## config.mk

```make
export PLATFORM = sky130hd
export DESIGN_NAME = multi_car_elevator_dispatcher_flat
export DESIGN_NICKNAME = d
export VERILOG_FILES = /design/src/hdl/med_pkg.sv /design/src/hdl/med_in_if.sv /design/src/hdl/med_out_if.sv /design/src/hdl/med_front.sv /design/src/hdl/med_queue.sv /design/src/hdl/med_back.sv /design/src/hdl/multi_car_elevator_dispatcher.sv /design/src/flat_wrapper.sv
export SDC_FILE = /design/constraint.sdc
export NUM_CORES = 1
export LEC_CHECK = 0
export BUFFER_PORTS_ARGS = -buffer_cell sky130_fd_sc_hd__buf_4
export CAP_MARGIN = 15
export CORE_MARGIN = 2
export CORE_UTILIZATION = 40
export DETAILED_ROUTE_END_ITERATION = 7
export PLACE_DENSITY = 0.55
export REMOVE_ABC_BUFFERS = 1
export SKIP_CTS_REPAIR_TIMING = 1
export SYNTH_ARGS = -nofsm -noshare
export SYNTH_HDL_FRONTEND = slang
export SYNTH_HIERARCHICAL = 1
export SYNTH_SLANG_ARGS = --single-unit
export TNS_END_PERCENT = 100
```

## constraint.sdc

```tcl
create_clock -name clk -period 7.5 [get_ports clk]
set_clock_uncertainty 0.05 [all_clocks]
set_input_delay 0 -clock clk [delete_from_list [all_inputs] [get_ports clk]]
set_output_delay 0 -clock clk [all_outputs]
set_load 0.02 [all_outputs]
```

## src/hdl/med_pkg.sv

```systemverilog
package med_pkg;

  localparam int FLOOR_W = 4;
  localparam int HEAD_W = 2;
  localparam int IDX_W = 2;

  localparam int NUM_CARS_DEF = 3;
  localparam int NUM_FLOORS_DEF = 16;
  localparam int QUEUE_DEPTH_DEF = 2;

  localparam logic [FLOOR_W-1:0] TOP_FLOOR_RESET = 4'd9;

  localparam logic FUNC_CALL = 1'b0;
  localparam logic FUNC_TICK = 1'b1;

  localparam logic KIND_CALL = 1'b0;
  localparam logic KIND_STATUS = 1'b1;

  localparam logic [HEAD_W-1:0] HEAD_UP = 2'd0;
  localparam logic [HEAD_W-1:0] HEAD_DOWN = 2'd1;
  localparam logic [HEAD_W-1:0] HEAD_IDLE = 2'd2;

  // one queued command between front and back
  typedef struct packed {
    logic               tick;
    logic               call_ok;
    logic [FLOOR_W-1:0] floor;
    logic               dir;
  } cmd_t;

  typedef enum logic {
    BK_RUN,
    BK_REPORT
  } back_state_t;

endpackage

```

## src/hdl/med_in_if.sv

```systemverilog
interface med_in_if;
  logic                        valid;
  logic                        ready;
  logic                        func;
  logic [med_pkg::FLOOR_W-1:0] call_floor;
  logic                        call_dir;

  modport source (output valid, output func, output call_floor, output call_dir,
                  input ready);
  modport sink (input valid, input func, input call_floor, input call_dir,
                output ready);
endinterface

```

## src/hdl/med_out_if.sv

```systemverilog
interface med_out_if;
  logic                        valid;
  logic                        ready;
  logic                        result_kind;
  logic [med_pkg::IDX_W-1:0]   car_index;
  logic                        assigned_valid;
  logic [med_pkg::FLOOR_W-1:0] car_position;
  logic [med_pkg::HEAD_W-1:0]  car_heading;
  logic                        last;

  modport source (output valid, output result_kind, output car_index,
                  output assigned_valid, output car_position, output car_heading,
                  output last, input ready);
  modport sink (input valid, input result_kind, input car_index,
                input assigned_valid, input car_position, input car_heading,
                input last, output ready);
endinterface

```

## src/hdl/med_front.sv

```systemverilog
module med_front #(
  parameter int NUM_FLOORS = med_pkg::NUM_FLOORS_DEF
) (
  input  logic                        clk,
  input  logic                        rst,
  input  logic                        cfg_we,
  input  logic [med_pkg::FLOOR_W-1:0] cfg_wdata,
  med_in_if.sink                      req,
  output logic                        push,
  output med_pkg::cmd_t               push_data,
  input  logic                        full
);

  logic [med_pkg::FLOOR_W-1:0] top_floor;

  always_ff @(posedge clk) begin
    if (rst) begin
      top_floor <= med_pkg::TOP_FLOOR_RESET;
    end else if (cfg_we) begin
      top_floor <= cfg_wdata;
    end
  end

  assign req.ready = !full;
  assign push = req.valid && !full;

  always_comb begin
    push_data.tick = (req.func == med_pkg::FUNC_TICK);
    push_data.call_ok = (req.call_floor <= top_floor) && (32'(req.call_floor) < NUM_FLOORS);
    push_data.floor = req.call_floor;
    push_data.dir = req.call_dir;
  end

endmodule

```

## src/hdl/med_queue.sv

```systemverilog
module med_queue #(
  parameter int DEPTH = med_pkg::QUEUE_DEPTH_DEF
) (
  input  logic          clk,
  input  logic          rst,
  input  logic          push,
  input  med_pkg::cmd_t push_data,
  output logic          full,
  input  logic          pop,
  output med_pkg::cmd_t pop_data,
  output logic          pop_valid
);

  localparam int AW = (DEPTH > 1) ? $clog2(DEPTH) : 1;
  localparam int CW = $clog2(DEPTH + 1);

  med_pkg::cmd_t    slots [DEPTH];
  logic [AW-1:0]    wr_ptr;
  logic [AW-1:0]    rd_ptr;
  logic [CW-1:0]    count;

  assign full = (count == CW'(DEPTH));
  assign pop_valid = (count != '0);
  assign pop_data = slots[rd_ptr];

  always_ff @(posedge clk) begin
    if (rst) begin
      wr_ptr <= '0;
      rd_ptr <= '0;
      count <= '0;
    end else begin
      if (push) begin
        wr_ptr <= (wr_ptr == AW'(DEPTH - 1)) ? '0 : wr_ptr + 1'b1;
      end
      if (pop) begin
        rd_ptr <= (rd_ptr == AW'(DEPTH - 1)) ? '0 : rd_ptr + 1'b1;
      end
      if (push && !pop) begin
        count <= count + 1'b1;
      end else if (pop && !push) begin
        count <= count - 1'b1;
      end
    end
  end

  always_ff @(posedge clk) begin
    if (push) begin
      slots[wr_ptr] <= push_data;
    end
  end

endmodule

```

## src/hdl/med_back.sv

```systemverilog
module med_back #(
  parameter int NUM_CARS   = med_pkg::NUM_CARS_DEF,
  parameter int NUM_FLOORS = med_pkg::NUM_FLOORS_DEF
) (
  input  logic          clk,
  input  logic          rst,
  input  med_pkg::cmd_t cmd,
  input  logic          cmd_valid,
  output logic          pop,
  med_out_if.source     rsp
);

  localparam int FW = (NUM_FLOORS > 16) ? $clog2(NUM_FLOORS) : med_pkg::FLOOR_W;
  localparam int CIW = (NUM_CARS > 1) ? $clog2(NUM_CARS) : 1;
  localparam int NF = NUM_FLOORS;
  localparam int HW = med_pkg::HEAD_W;

  function automatic logic [HW-1:0] heading(input logic [FW-1:0] f,
                                            input logic [NF-1:0] m,
                                            input logic [HW-1:0] d);
    logic below;
    logic above;
    logic [HW-1:0] h;
    below = 1'b0;
    above = 1'b0;
    for (int i = 0; i < NF; i++) begin
      if (m[i] && (FW'(i) < f)) below = 1'b1;
      if (m[i] && (FW'(i) > f)) above = 1'b1;
    end
    if (m == '0) begin
      h = med_pkg::HEAD_IDLE;
    end else if (above && !below) begin
      h = med_pkg::HEAD_UP;
    end else if (below && !above) begin
      h = med_pkg::HEAD_DOWN;
    end else if (above && below) begin
      // both sides pending: keep heading, idle car starts upward
      h = (d == med_pkg::HEAD_UP || d == med_pkg::HEAD_DOWN) ? d : med_pkg::HEAD_UP;
    end else begin
      h = med_pkg::HEAD_IDLE;
    end
    return h;
  endfunction

  logic [FW-1:0] car_floor [NUM_CARS];
  logic [HW-1:0] car_dir   [NUM_CARS];
  logic [NF-1:0] stop_mask [NUM_CARS];

  med_pkg::back_state_t state;
  med_pkg::back_state_t state_next;
  logic [CIW-1:0]       rep_idx;
  logic                 rep_last;

  logic                        out_valid;
  logic                        out_kind;
  logic [med_pkg::IDX_W-1:0]   out_index;
  logic                        out_assigned;
  logic [med_pkg::FLOOR_W-1:0] out_position;
  logic [HW-1:0]               out_heading;
  logic                        out_last;

  logic out_free;
  logic load_call;
  logic load_tick;
  logic load_rep;

  // tick: next position, mask and heading of every car
  logic [FW-1:0] mv_floor [NUM_CARS];
  logic [HW-1:0] mv_dir   [NUM_CARS];
  logic [NF-1:0] mv_mask  [NUM_CARS];

  always_comb begin
    for (int c = 0; c < NUM_CARS; c++) begin
      mv_floor[c] = car_floor[c];
      mv_mask[c] = stop_mask[c];
      mv_dir[c] = med_pkg::HEAD_IDLE;
      if (stop_mask[c] != '0) begin
        if (car_dir[c] == med_pkg::HEAD_UP && car_floor[c] != FW'(NF - 1)) begin
          mv_floor[c] = car_floor[c] + 1'b1;
        end else if (car_dir[c] == med_pkg::HEAD_DOWN && car_floor[c] != '0) begin
          mv_floor[c] = car_floor[c] - 1'b1;
        end
        mv_mask[c] = stop_mask[c] & ~(NF'(1) << mv_floor[c]);
        mv_dir[c] = heading(mv_floor[c], mv_mask[c], car_dir[c]);
      end
    end
  end

  // call: nearest qualifying car, lowest index on a tie
  logic [FW-1:0]  call_floor;
  logic [FW-1:0]  gap      [NUM_CARS];
  logic           elig     [NUM_CARS];
  logic [NF-1:0]  cand_mask[NUM_CARS];
  logic [HW-1:0]  cand_dir [NUM_CARS];
  logic           found;
  logic [CIW-1:0] best_idx;
  logic [FW-1:0]  best_gap;
  logic [FW-1:0]  best_floor;
  logic [HW-1:0]  best_dir;
  logic [NF-1:0]  best_mask;

  assign call_floor = FW'(cmd.floor);

  always_comb begin
    for (int c = 0; c < NUM_CARS; c++) begin
      gap[c] = (car_floor[c] > call_floor) ? car_floor[c] - call_floor
                                           : call_floor - car_floor[c];
      elig[c] = cmd.call_ok && ((car_dir[c] == {1'b0, cmd.dir}) ||
                                (car_dir[c] == med_pkg::HEAD_IDLE));
      cand_mask[c] = (car_floor[c] != call_floor) ?
                     (stop_mask[c] | (NF'(1) << call_floor)) : stop_mask[c];
      cand_dir[c] = heading(car_floor[c], cand_mask[c], car_dir[c]);
    end
  end

  always_comb begin
    found = 1'b0;
    best_idx = '0;
    best_gap = '0;
    best_floor = '0;
    best_dir = '0;
    best_mask = '0;
    for (int c = 0; c < NUM_CARS; c++) begin
      if (elig[c] && (!found || gap[c] < best_gap)) begin
        found = 1'b1;
        best_idx = CIW'(c);
        best_gap = gap[c];
        best_floor = car_floor[c];
        best_dir = cand_dir[c];
        best_mask = cand_mask[c];
      end
    end
  end

  assign out_free = !out_valid || rsp.ready;
  assign rep_last = (rep_idx == CIW'(NUM_CARS - 1));

  always_comb begin
    state_next = state;
    case (state)
      med_pkg::BK_RUN: begin
        if (cmd_valid && out_free && cmd.tick && NUM_CARS > 1) begin
          state_next = med_pkg::BK_REPORT;
        end
      end
      med_pkg::BK_REPORT: begin
        if (out_free && rep_last) begin
          state_next = med_pkg::BK_RUN;
        end
      end
      default: state_next = med_pkg::BK_RUN;
    endcase
  end

  always_comb begin
    pop = 1'b0;
    load_call = 1'b0;
    load_tick = 1'b0;
    load_rep = 1'b0;
    case (state)
      med_pkg::BK_RUN: begin
        pop = cmd_valid && out_free;
        load_call = pop && !cmd.tick;
        load_tick = pop && cmd.tick;
      end
      med_pkg::BK_REPORT: begin
        load_rep = out_free;
      end
      default: begin
        pop = 1'b0;
      end
    endcase
  end

  always_ff @(posedge clk) begin
    if (rst) begin
      state <= med_pkg::BK_RUN;
      rep_idx <= '0;
      out_valid <= 1'b0;
      for (int c = 0; c < NUM_CARS; c++) begin
        car_floor[c] <= '0;
        car_dir[c] <= med_pkg::HEAD_IDLE;
        stop_mask[c] <= '0;
      end
    end else begin
      state <= state_next;
      if (load_call || load_tick || load_rep) begin
        out_valid <= 1'b1;
      end else if (rsp.ready) begin
        out_valid <= 1'b0;
      end
      if (load_tick) begin
        rep_idx <= CIW'(1);
        for (int c = 0; c < NUM_CARS; c++) begin
          car_floor[c] <= mv_floor[c];
          car_dir[c] <= mv_dir[c];
          stop_mask[c] <= mv_mask[c];
        end
      end
      if (load_call && found) begin
        for (int c = 0; c < NUM_CARS; c++) begin
          if (CIW'(c) == best_idx) begin
            car_dir[c] <= best_dir;
            stop_mask[c] <= best_mask;
          end
        end
      end
      if (load_rep) begin
        rep_idx <= rep_idx + 1'b1;
      end
    end
  end

  always_ff @(posedge clk) begin
    if (load_call) begin
      out_kind <= med_pkg::KIND_CALL;
      out_last <= 1'b1;
      out_assigned <= found;
      out_index <= found ? med_pkg::IDX_W'(best_idx) : '0;
      out_position <= found ? med_pkg::FLOOR_W'(best_floor) : '0;
      out_heading <= found ? best_dir : '0;
    end else if (load_tick) begin
      out_kind <= med_pkg::KIND_STATUS;
      out_last <= (NUM_CARS == 1);
      out_assigned <= 1'b0;
      out_index <= '0;
      out_position <= med_pkg::FLOOR_W'(mv_floor[0]);
      out_heading <= mv_dir[0];
    end else if (load_rep) begin
      out_kind <= med_pkg::KIND_STATUS;
      out_last <= rep_last;
      out_assigned <= 1'b0;
      out_index <= med_pkg::IDX_W'(rep_idx);
      out_position <= med_pkg::FLOOR_W'(car_floor[rep_idx]);
      out_heading <= car_dir[rep_idx];
    end
  end

  assign rsp.valid = out_valid;
  assign rsp.result_kind = out_kind;
  assign rsp.car_index = out_index;
  assign rsp.assigned_valid = out_assigned;
  assign rsp.car_position = out_position;
  assign rsp.car_heading = out_heading;
  assign rsp.last = out_last;

endmodule

```

## src/hdl/multi_car_elevator_dispatcher.sv

```systemverilog
// Nearest-car elevator dispatcher. Requests enter through a front stage that
// checks the call floor against top_floor and lands them in a two-entry queue;
// the back end owns the car floors, headings and stop masks. A hall call at the
// queue head leaves once the output register is free, its one beat valid from
// that edge. A tick moves all cars at once and gives NUM_CARS status beats, as
// the single output register holds one beat at a time; the next item leaves
// the queue after the last status beat. While the output does not stall, calls
// stream and status beats come one per cycle. The front takes input while the
// queue has room, also during reports and stalls. The user must write top_floor
// via cfg_we/cfg_wdata only while the block is idle, which it does not enforce.
module multi_car_elevator_dispatcher #(
  parameter int NUM_CARS    = med_pkg::NUM_CARS_DEF,
  parameter int NUM_FLOORS  = med_pkg::NUM_FLOORS_DEF,
  parameter int QUEUE_DEPTH = med_pkg::QUEUE_DEPTH_DEF
) (
  input  logic                        clk,
  input  logic                        rst,
  input  logic                        cfg_we,
  input  logic [med_pkg::FLOOR_W-1:0] cfg_wdata,
  med_in_if.sink                      req,
  med_out_if.source                   rsp
);

  logic          push;
  med_pkg::cmd_t push_data;
  logic          full;
  logic          pop;
  med_pkg::cmd_t pop_data;
  logic          pop_valid;

  med_front #(
    .NUM_FLOORS(NUM_FLOORS)
  ) u_front (
    .clk(clk),
    .rst(rst),
    .cfg_we(cfg_we),
    .cfg_wdata(cfg_wdata),
    .req(req),
    .push(push),
    .push_data(push_data),
    .full(full)
  );

  med_queue #(
    .DEPTH(QUEUE_DEPTH)
  ) u_queue (
    .clk(clk),
    .rst(rst),
    .push(push),
    .push_data(push_data),
    .full(full),
    .pop(pop),
    .pop_data(pop_data),
    .pop_valid(pop_valid)
  );

  med_back #(
    .NUM_CARS(NUM_CARS),
    .NUM_FLOORS(NUM_FLOORS)
  ) u_back (
    .clk(clk),
    .rst(rst),
    .cmd(pop_data),
    .cmd_valid(pop_valid),
    .pop(pop),
    .rsp(rsp)
  );

endmodule

```

## src/flat_wrapper.sv

```systemverilog
// flat-port wrapper written by rule: the top's interface ports become plain ports
module multi_car_elevator_dispatcher_flat 
#(
  parameter int NUM_CARS    = med_pkg::NUM_CARS_DEF,
  parameter int NUM_FLOORS  = med_pkg::NUM_FLOORS_DEF,
  parameter int QUEUE_DEPTH = med_pkg::QUEUE_DEPTH_DEF
)
  (clk, rst, cfg_we, cfg_wdata, req_valid, req_func, req_call_floor, req_call_dir, req_ready, rsp_valid, rsp_result_kind, rsp_car_index, rsp_assigned_valid, rsp_car_position, rsp_car_heading, rsp_last, rsp_ready);
  med_in_if req_i ();
  med_out_if rsp_i ();
  input  logic clk;
  input  logic rst;
  input  logic cfg_we;
  input  logic [med_pkg::FLOOR_W-1:0] cfg_wdata;
  input wire logic [$bits(req_i.valid)-1:0] req_valid;
  input wire logic [$bits(req_i.func)-1:0] req_func;
  input wire logic [$bits(req_i.call_floor)-1:0] req_call_floor;
  input wire logic [$bits(req_i.call_dir)-1:0] req_call_dir;
  output wire logic [$bits(req_i.ready)-1:0] req_ready;
  output wire logic [$bits(rsp_i.valid)-1:0] rsp_valid;
  output wire logic [$bits(rsp_i.result_kind)-1:0] rsp_result_kind;
  output wire logic [$bits(rsp_i.car_index)-1:0] rsp_car_index;
  output wire logic [$bits(rsp_i.assigned_valid)-1:0] rsp_assigned_valid;
  output wire logic [$bits(rsp_i.car_position)-1:0] rsp_car_position;
  output wire logic [$bits(rsp_i.car_heading)-1:0] rsp_car_heading;
  output wire logic [$bits(rsp_i.last)-1:0] rsp_last;
  input wire logic [$bits(rsp_i.ready)-1:0] rsp_ready;
  assign req_i.valid = req_valid;
  assign req_i.func = req_func;
  assign req_i.call_floor = req_call_floor;
  assign req_i.call_dir = req_call_dir;
  assign req_ready = req_i.ready;
  assign rsp_valid = rsp_i.valid;
  assign rsp_result_kind = rsp_i.result_kind;
  assign rsp_car_index = rsp_i.car_index;
  assign rsp_assigned_valid = rsp_i.assigned_valid;
  assign rsp_car_position = rsp_i.car_position;
  assign rsp_car_heading = rsp_i.car_heading;
  assign rsp_last = rsp_i.last;
  assign rsp_i.ready = rsp_ready;
  multi_car_elevator_dispatcher #(.NUM_CARS(NUM_CARS), .NUM_FLOORS(NUM_FLOORS), .QUEUE_DEPTH(QUEUE_DEPTH)) u_core (.clk(clk), .rst(rst), .cfg_we(cfg_we), .cfg_wdata(cfg_wdata), .req(req_i), .rsp(rsp_i));
endmodule
```

==> results.py, run 1 <==
metrics = {
    "power": {
        "p_sw_w": 0.002482,
        "power_frac_clock_pct": 10.3,
        "p_int_w": 0.002204,
        "p_per_area_mw_per_mm2": 427.3,
        "p_sw_share_pct": 52.96,
        "vdd_ir_drop_max_v": 0.0001962,
        "pwr-share-seq_pct": 26.4,
        "p_leak_nw": 4.016,
        "pwr-share-comb_pct": 63.3,
    },
    "setup_path": {
        "cp.depth": 25,
        "cp_max_fo": 16,
        "cp_common_cell": "nor2_1",
        "critPathMaxStageDelay_ns": 0.60,
        "slowest_stage": "o21bai_1",
        "start_kind": "flip-flop",
        "cp.arrival_ns": 6.97,
        "ff2ff_path_depth": 25,
        "path_class": "flip-flop to flip-flop",
        "cp.required_ns": 7.50,
        "cp-end-kind": "flip-flop",
        "cp_top_family": "compound AO/OA/AOI/OAI gates",
        "crit_buf_inv": 2,
    },
    "placement": {
        "port_buffers": 27,
        "place.gp.congestion": 1.076,
        "numPlacedInstances": 1508,
        "hpwl_mm": 27.76,
    },
    "detailed_routing": {
        "met2_length_mm": 16.31,
        "drt_wl_total_mm": 38.24,
        "drt_iter0_markers": 1611,
        "drt-pass1-iter-count": 8,
        "antenna_left": 0,
        "wl_met1_mm": 16.23,
        "drc": 0,
        "num_vias": 10330,
        "wl_met3_mm": 3.909,
        "post_drt_wl_per_cell_microns": 24.80,
        "viasPerCell": 6.702,
        "top_layer": "met4",
    },
    "finish": {
        "regArea_sq_mm": 0.003013,
        "fillers": 2532,
        "drive_above_1_share_pct": 10.31,
        "fin_nets": 1273,
        "areaGrowthSynthToFinish_pct": 8.545,
        "multi_input_area_sq_mm": 0.006489,
        "final_cell_count_no_fill": 1542,
        "n_antenna_cell": 0,
    },
    "status": {
        "failed_checks": "negative hold slack",
        "status": "complete, but fails checks",
    },
    "sta": {
        "worst_pin_slew_ns": 1.329,
        "timing.fmax_ghz": 0.1435,
        "fin_crit_sh_pct": 92.93,
        "rsz0062_at_grt": "false",
        "setup_viol": 0,
        "maxSlewViolCount": 0,
        "tns_ns": 0,
        "slew_headroom_pct": 11.40,
        "holdWs_ns": -0.01324,
        "finalHoldViolCount": 1,
        "layout_min_cycle_time_ns": 6.970,
    },
    "clock_tree": {
        "cts_sinks": 106,
        "cts_made_buffers": 9,
        "clk-insertion-delay-late_ns": 0.37,
        "h-tree-depth": 3,
        "root_buffer": "clkbuf_16",
        "cts_tree": "built",
        "cts_buffer_depth": 2,
        "clk_pin_slew_worst_paths_ns": 0.08,
    },
    "floorplan": {
        "die_area_sq_mm": 0.02655,
        "rows": 58,
        "initial_core_util_pct": 40.47,
        "die_y_microns": 162.9,
        "die_w_microns": 162.9,
        "core_sq_mm": 0.02496,
        "ios": 28,
    },
    "global_routing": {
        "grt_usage_pct": 28.30,
        "grt_pass1_vias": 9412,
        "grt_pass1_wl_mm": 57.63,
        "antenna_found_initial": 0,
        "grt.overflow.total": 0,
        "grt_max_degree": 42,
    },
    "yosys": {
        "synth-edff-count": 89,
        "avgSynthCellArea_sq_um": 8.336,
        "async_reset_ff_share_pct": 0,
        "syn-instance-count": 1212,
        "synth_area_sq_mm": 0.01010,
        "ys_seq_elements": 106,
        "ys_types": 106,
        "yosys_warnings": 6,
        "ys_seq_area_share_pct": 29.82,
        "ys_dominant_reg_cell": "edfxtp_1",
    },
    "worst_hold_path": {
        "hold_path_class": "input port to flip-flop",
        "holdPathStages": 3,
    },
    "run": {
        "maxCapViolations": 0,
    },
}
==> worst register-to-register path, stage by stage (launching register included) <==
cell and delay (ns):
dfxtp_1 0.50, mux2_2 0.39, inv_1 0.40, ha_1 0.38, and4_1 0.29, nor2_1 0.31, mux2i_1 0.26, xnor2_1 0.15
nand2_1 0.10, ha_1 0.30, o21a_1 0.10, o21ai_0 0.16, a21o_1 0.13, a21oi_1 0.11, nor2_1 0.35, nor2_1 0.08
a21oi_1 0.15, ha_1 0.26, a21o_1 0.17, nand2_1 0.06, nand4b_1 0.19, o21ai_1 0.58, nor2_1 0.09, o21bai_1 0.60
o31a_1 0.24, buf_4 0.25
==> through the flow <==
step                setup WS, ns  area [sq um]  util (%)  power [W]  hold slack [ns]
floorplan                 0.6060          9694         -   0.003092          0.01907
global placement          0.8177         10500     42.06   0.004093           0.1361
detailed placement        0.7213         10500     42.06   0.004073           0.1376
CTS                       0.7032         10790     43.21   0.004568          -0.2422
global route             0.05179         10970     43.93   0.004966         0.005034
finish                    0.5303         10970     43.93   0.004686         -0.01324
==> registers in the layout, summed over array words and instances (netlist names), named ones only <==
signal and flops:
u_core/u_back/car_dir 6, u_core/u_back/car_floor 12, u_core/u_back/rep_idx 2, u_core/u_back/rsp.assigned_valid 1, u_core/u_back/rsp.car_heading 2, u_core/u_back/rsp.car_index 2
u_core/u_back/rsp.car_position 4, u_core/u_back/rsp.last 1, u_core/u_back/rsp.result_kind 1, u_core/u_back/rsp.valid 1, u_core/u_back/state 1, u_core/u_back/stop_mask 48
u_core/u_front/top_floor 4, u_core/u_queue/count 2, u_core/u_queue/rd_ptr 1, u_core/u_queue/slots 14, u_core/u_queue/wr_ptr 1
==> final timing paths <==
path                          start                              to  slack [ns]
max                       flip-flop  u_core/u_back/stop_mask[0][36]        0.53
min                       rsp_ready         u_core/u_back/rsp.valid       -0.01
max reg2reg               flip-flop  u_core/u_back/stop_mask[0][36]        0.53
min reg2reg  u_core/u_back/rsp.last          u_core/u_back/rsp.last        0.44
==> power by group through the flow <==
stage               combinational (W)  clock (W)  sequential (W)
detailed placement            0.00285          0         0.00123
global route                  0.00320   0.000514         0.00125
floorplan                     0.00195          0         0.00115
CTS                           0.00286   0.000492         0.00121
finish                        0.00297   0.000481         0.00124
global placement              0.00287          0         0.00123
==> cell type report <==
| class | count | area share, % |
|---|---|---|
| clock inverter | 6 | 0.5248 |
| clock buffer | 10 | 2.088 |
| tap | 330 | 3.765 |
| sequential | 106 | 27.47 |
| inverter | 52 | 1.780 |
| timing repair buffer | 70 | 5.202 |
| multi-input combinational | 968 | 59.17 |
==> synth_stat cells, drive strengths merged, types with 14 or more instances <==
cell / n / area, sq um
nor2: 106 / 397.9
o21ai: 95 / 483.0
nand2: 94 / 352.8
a21oi: 92 / 460.4
edfxtp: 89 / 2673
inv: 52 / 195.2
ha: 45 / 563.0
clkbuf: 44 / 165.2
buf: 42 / 244.0
o211ai: 34 / 260.3
nor3: 33 / 170.2
nand3: 32 / 170.2
o22ai: 32 / 206.5
a31oi: 24 / 150.1
nand2b: 22 / 137.6
a21o: 19 / 142.6
nor2b: 19 / 121.4
o21a: 19 / 142.6
dfxtp: 17 / 340.3
mux2i: 16 / 160.2
a31o: 15 / 131.4
xnor2: 14 / 152.6
==> cell families (layout without fill, tap and decap cells) <==
logic type / after synthesis / count (layout) / share of synthesized area (%)
buffers and inverters: 138 / 138 / 5.981
and+or+nand+nor: 398 / 398 / 20.22
adders and majority gates: 53 / 53 / 6.960
AOI/OAI and AO/OA: 472 / 472 / 32.40
DFF: 106 / 106 / 29.82
muxes: 25 / 25 / 2.588
xor gates and xnor gates: 20 / 20 / 2.031
==> layout by cell type (no fill, tap or decap), types with 7 or more instances in the layout <==
master         instances
dlygate4sd3_1         18
a21o_1                19
mux2_2                 9
dfxtp_1               17
o22ai_1               31
o21ai_0               70
nand4_1               12
a21boi_0               7
o21a_1                19
o32ai_1                8
nand2_1               94
a311oi_1               7
o21bai_1               8
o21ai_1               23
nor4_1                12
nor3_1                32
nand3_1               30
a21oi_1               92
inv_1                 52
o311ai_0              10
and2_1                12
nor2b_1               18
or3_1                  7
ha_1                  45
nor2_1               105
mux2i_1               16
clkbuf_16              9
a31oi_1               24
o221ai_1               7
a211oi_1              11
xnor2_1               10
a31o_2                13
edfxtp_1              89
o211ai_1              33
nand2b_1              22
buf_4                 52
o31ai_1                7
==> per-layer routing <==
| layer | global-route usage, % | up-vias |
|---|---|---|
| met5 | 0 | - |
| met4 | 12.23 | 0 |
| met3 | 5.169 | 121 |
| met2 | 42.12 | 664 |
| met1 | 40.05 | 4919 |
| li1 | - | 4630 |
(Power assumes the default switching activity.)
==> run 2: changes to the inputs <==
--- a/config.mk
+++ b/config.mk
@@ -9,6 +9,7 @@
 export CAP_MARGIN = 15
 export CORE_MARGIN = 2
 export CORE_UTILIZATION = 40
+export CTS_BUF_LIST = sky130_fd_sc_hd__clkbuf_8
 export DETAILED_ROUTE_END_ITERATION = 7
 export PLACE_DENSITY = 0.55
 export REMOVE_ABC_BUFFERS = 1
==> run 2 against run 1 <==
  * The run now ends clean
  * Via count down 0.21%
  * Critical endpoint unchanged
  * Combinational power hardly changed
  * Sequential cell count unchanged
  * Register-to-register slack gained 0.03 ns
  * Clock-buffer cell count decreased by 1
  * Worst hold slack improved by 0.036 ns
  * Cell count is 0.26% higher
  * Total power shrank 2.5%
  * Utilization decreased by 0.31 points
  * Highest routed layer unchanged
  * Largest power group unchanged
==> results.py, run 2 (synthesis results as in run 1) <==
metrics = {
    "sta": {
        "worst_pin_slew_ns": 1.328,
        "layout_min_cycle_time_ns": 6.939,
        "slew_headroom_pct": 11.45,
        "finalHoldViolCount": 0,
        "rsz0062_at_grt": "false",
        "maxSlewViolCount": 0,
        "timing.fmax_ghz": 0.1441,
        "setup_viol": 0,
        "tns_ns": 0,
        "fin_crit_sh_pct": 92.52,
    },
    "finish": {
        "top_register": "u_core/u_back/stop_mask",
        "final_cell_mix": "105 x nor2_1, 94 x nand2_1, 92 x a21oi_1",
        "fin_area_sq_mm": 0.01089,
        "final_common_cell": "nor2_1",
        "drive_above_1_share_pct": 10.30,
        "fin_nets": 1275,
        "largest_reg_flops": 48,
        "areaGrowthSynthToFinish_pct": 7.789,
        "finish.utilization_pct": 43.62,
        "reg.largest.list": "u_core/u_back/stop_mask: 48 flops, u_core/u_queue/slots: 14 flops, u_core/u_back/car_floor: 12 flops",
    },
    "clock_tree": {
        "root_buffer": "clkbuf_8",
        "cts_sinks": 106,
        "h-tree-depth": 3,
        "cts_made_buffers": 9,
        "cts_tree": "built",
        "cts_buffer_depth": 2,
        "clk-insertion-delay-late_ns": 0.42,
        "clk_pin_slew_worst_paths_ns": 0.11,
    },
    "global_routing": {
        "antenna_found_initial": 1,
        "grt.overflow.total": 0,
        "grt_usage_pct": 28.29,
        "grt_max_degree": 42,
        "grt_pass1_wl_mm": 57.44,
        "grt_pass1_vias": 9397,
    },
    "setup_path": {
        "ff2ff_path_depth": 25,
        "path_class": "flip-flop to flip-flop",
        "cp-end-kind": "flip-flop",
        "slowest_stage": "o21bai_1",
        "cp.arrival_ns": 6.99,
        "start_kind": "flip-flop",
        "cp_top_family": "compound AO/OA/AOI/OAI gates",
        "crit_buf_inv": 2,
        "cp.depth": 25,
        "cp.required_ns": 7.55,
        "critPathMaxStageDelay_ns": 0.60,
        "cp_max_fo": 16,
        "cp_common_cell": "nor2_1",
    },
    "status": {
        "status": "completed",
    },
    "power": {
        "p_leak_nw": 3.980,
        "p_per_area_mw_per_mm2": 419.7,
        "total_power_w": 0.004570,
        "vdd_ir_drop_max_v": 0.0001909,
    },
    "floorplan": {
        "rows": 58,
        "ios": 28,
        "die_y_microns": 162.9,
        "die_w_microns": 162.9,
        "initial_core_util_pct": 40.47,
        "core_sq_mm": 0.02496,
        "die_area_sq_mm": 0.02655,
    },
    "placement": {
        "dpl_cell_area_sq_mm": 0.01050,
        "hpwl_mm": 27.76,
        "port_buffers": 27,
        "place.gp.congestion": 1.076,
    },
    "detailed_routing": {
        "drt_iter0_markers": 1500,
        "num_vias": 10310,
        "viasPerCell": 6.670,
        "drc": 0,
        "drt-pass1-iter-count": 7,
        "antenna_left": 0,
        "post_drt_wl_per_cell_microns": 24.70,
        "drt_wl_total_mm": 38.19,
    },
    "worst_hold_path": {
        "holdPathStages": 4,
        "hold_path_class": "input port to flip-flop",
        "holdCritStartpoint": "req_valid",
    },
    "run": {
        "maxCapViolations": 0,
    },
}
## run 2: changes by cell type in the layout (fill, tap and decap cells not counted)
cell	previous run	this run
clkbuf_8	0	9
dlygate4sd3_1	18	20
diode_2	0	2
inv_1	52	53
clkbuf_1	1	0
clkbuf_16	9	0
## run 2: path summary, 6_finish.rpt
path	end	slack (ns)
setup / recovery	u_core/u_back/stop_mask[0][36]	0.56
hold / removal	u_core/u_queue/wr_ptr	0.02
setup reg to reg	u_core/u_back/stop_mask[0][36]	0.56
hold reg to reg	u_core/u_back/rsp.result_kind	0.45
## run 2: per-stage QoR
stage	setup slack, ns	hold WS, ns	cells
5_1_grt	0.04220	0.02390	1544
4_1_cts	0.6874	-0.3014	1524
3_5_place_dp	0.7213	0.1376	1508
3_3_place_gp	0.8177	0.1361	1508
6_report	0.5609	0.02300	1546
2_1_floorplan	0.6060	0.01907	1126
## run 2: power breakdown
part / internal, W / switching (W) / total [W] / leakage (nW)
Combinational: 0.00108 / 0.00189 / 0.00297 / 2.83
Clock: 0.000128 / 0.000236 / 0.000365 / 0.0994
Sequential: 0.000888 / 0.000350 / 0.00124 / 1.05
Total: 0.00210 / 0.00247 / 0.00457 / 3.98
## run 2: routing by layer
metal	up-vias	wire [microns]	track usage [%]
met5	-	0	0
met1	4865	16260	39.70
li1	4644	-	-
met3	132	3859	5.424
met4	0	1872	12.99
met2	671	16200	41.95
## run 2: tightest hold or removal path, delay by kind of cell
| family | cells | cell delay [ns] |
|---|---|---|
| and+or+nand+nor | 2 | 0.20 |
| xor gates and xnor gates | 1 | 0.15 |
| buffers and inverters | 1 | 0.10 |
## run 2: area by class of cell
class	instances	area (sq um)
timing repair buffer	72	590.6
tap	330	412.9
antenna	2	5.005
clock buffer	9	123.9
clock inverter	7	61.31
fill	2554	14070
multi-input combinational	968	6489
sequential	106	3013
inverter	52	195.2
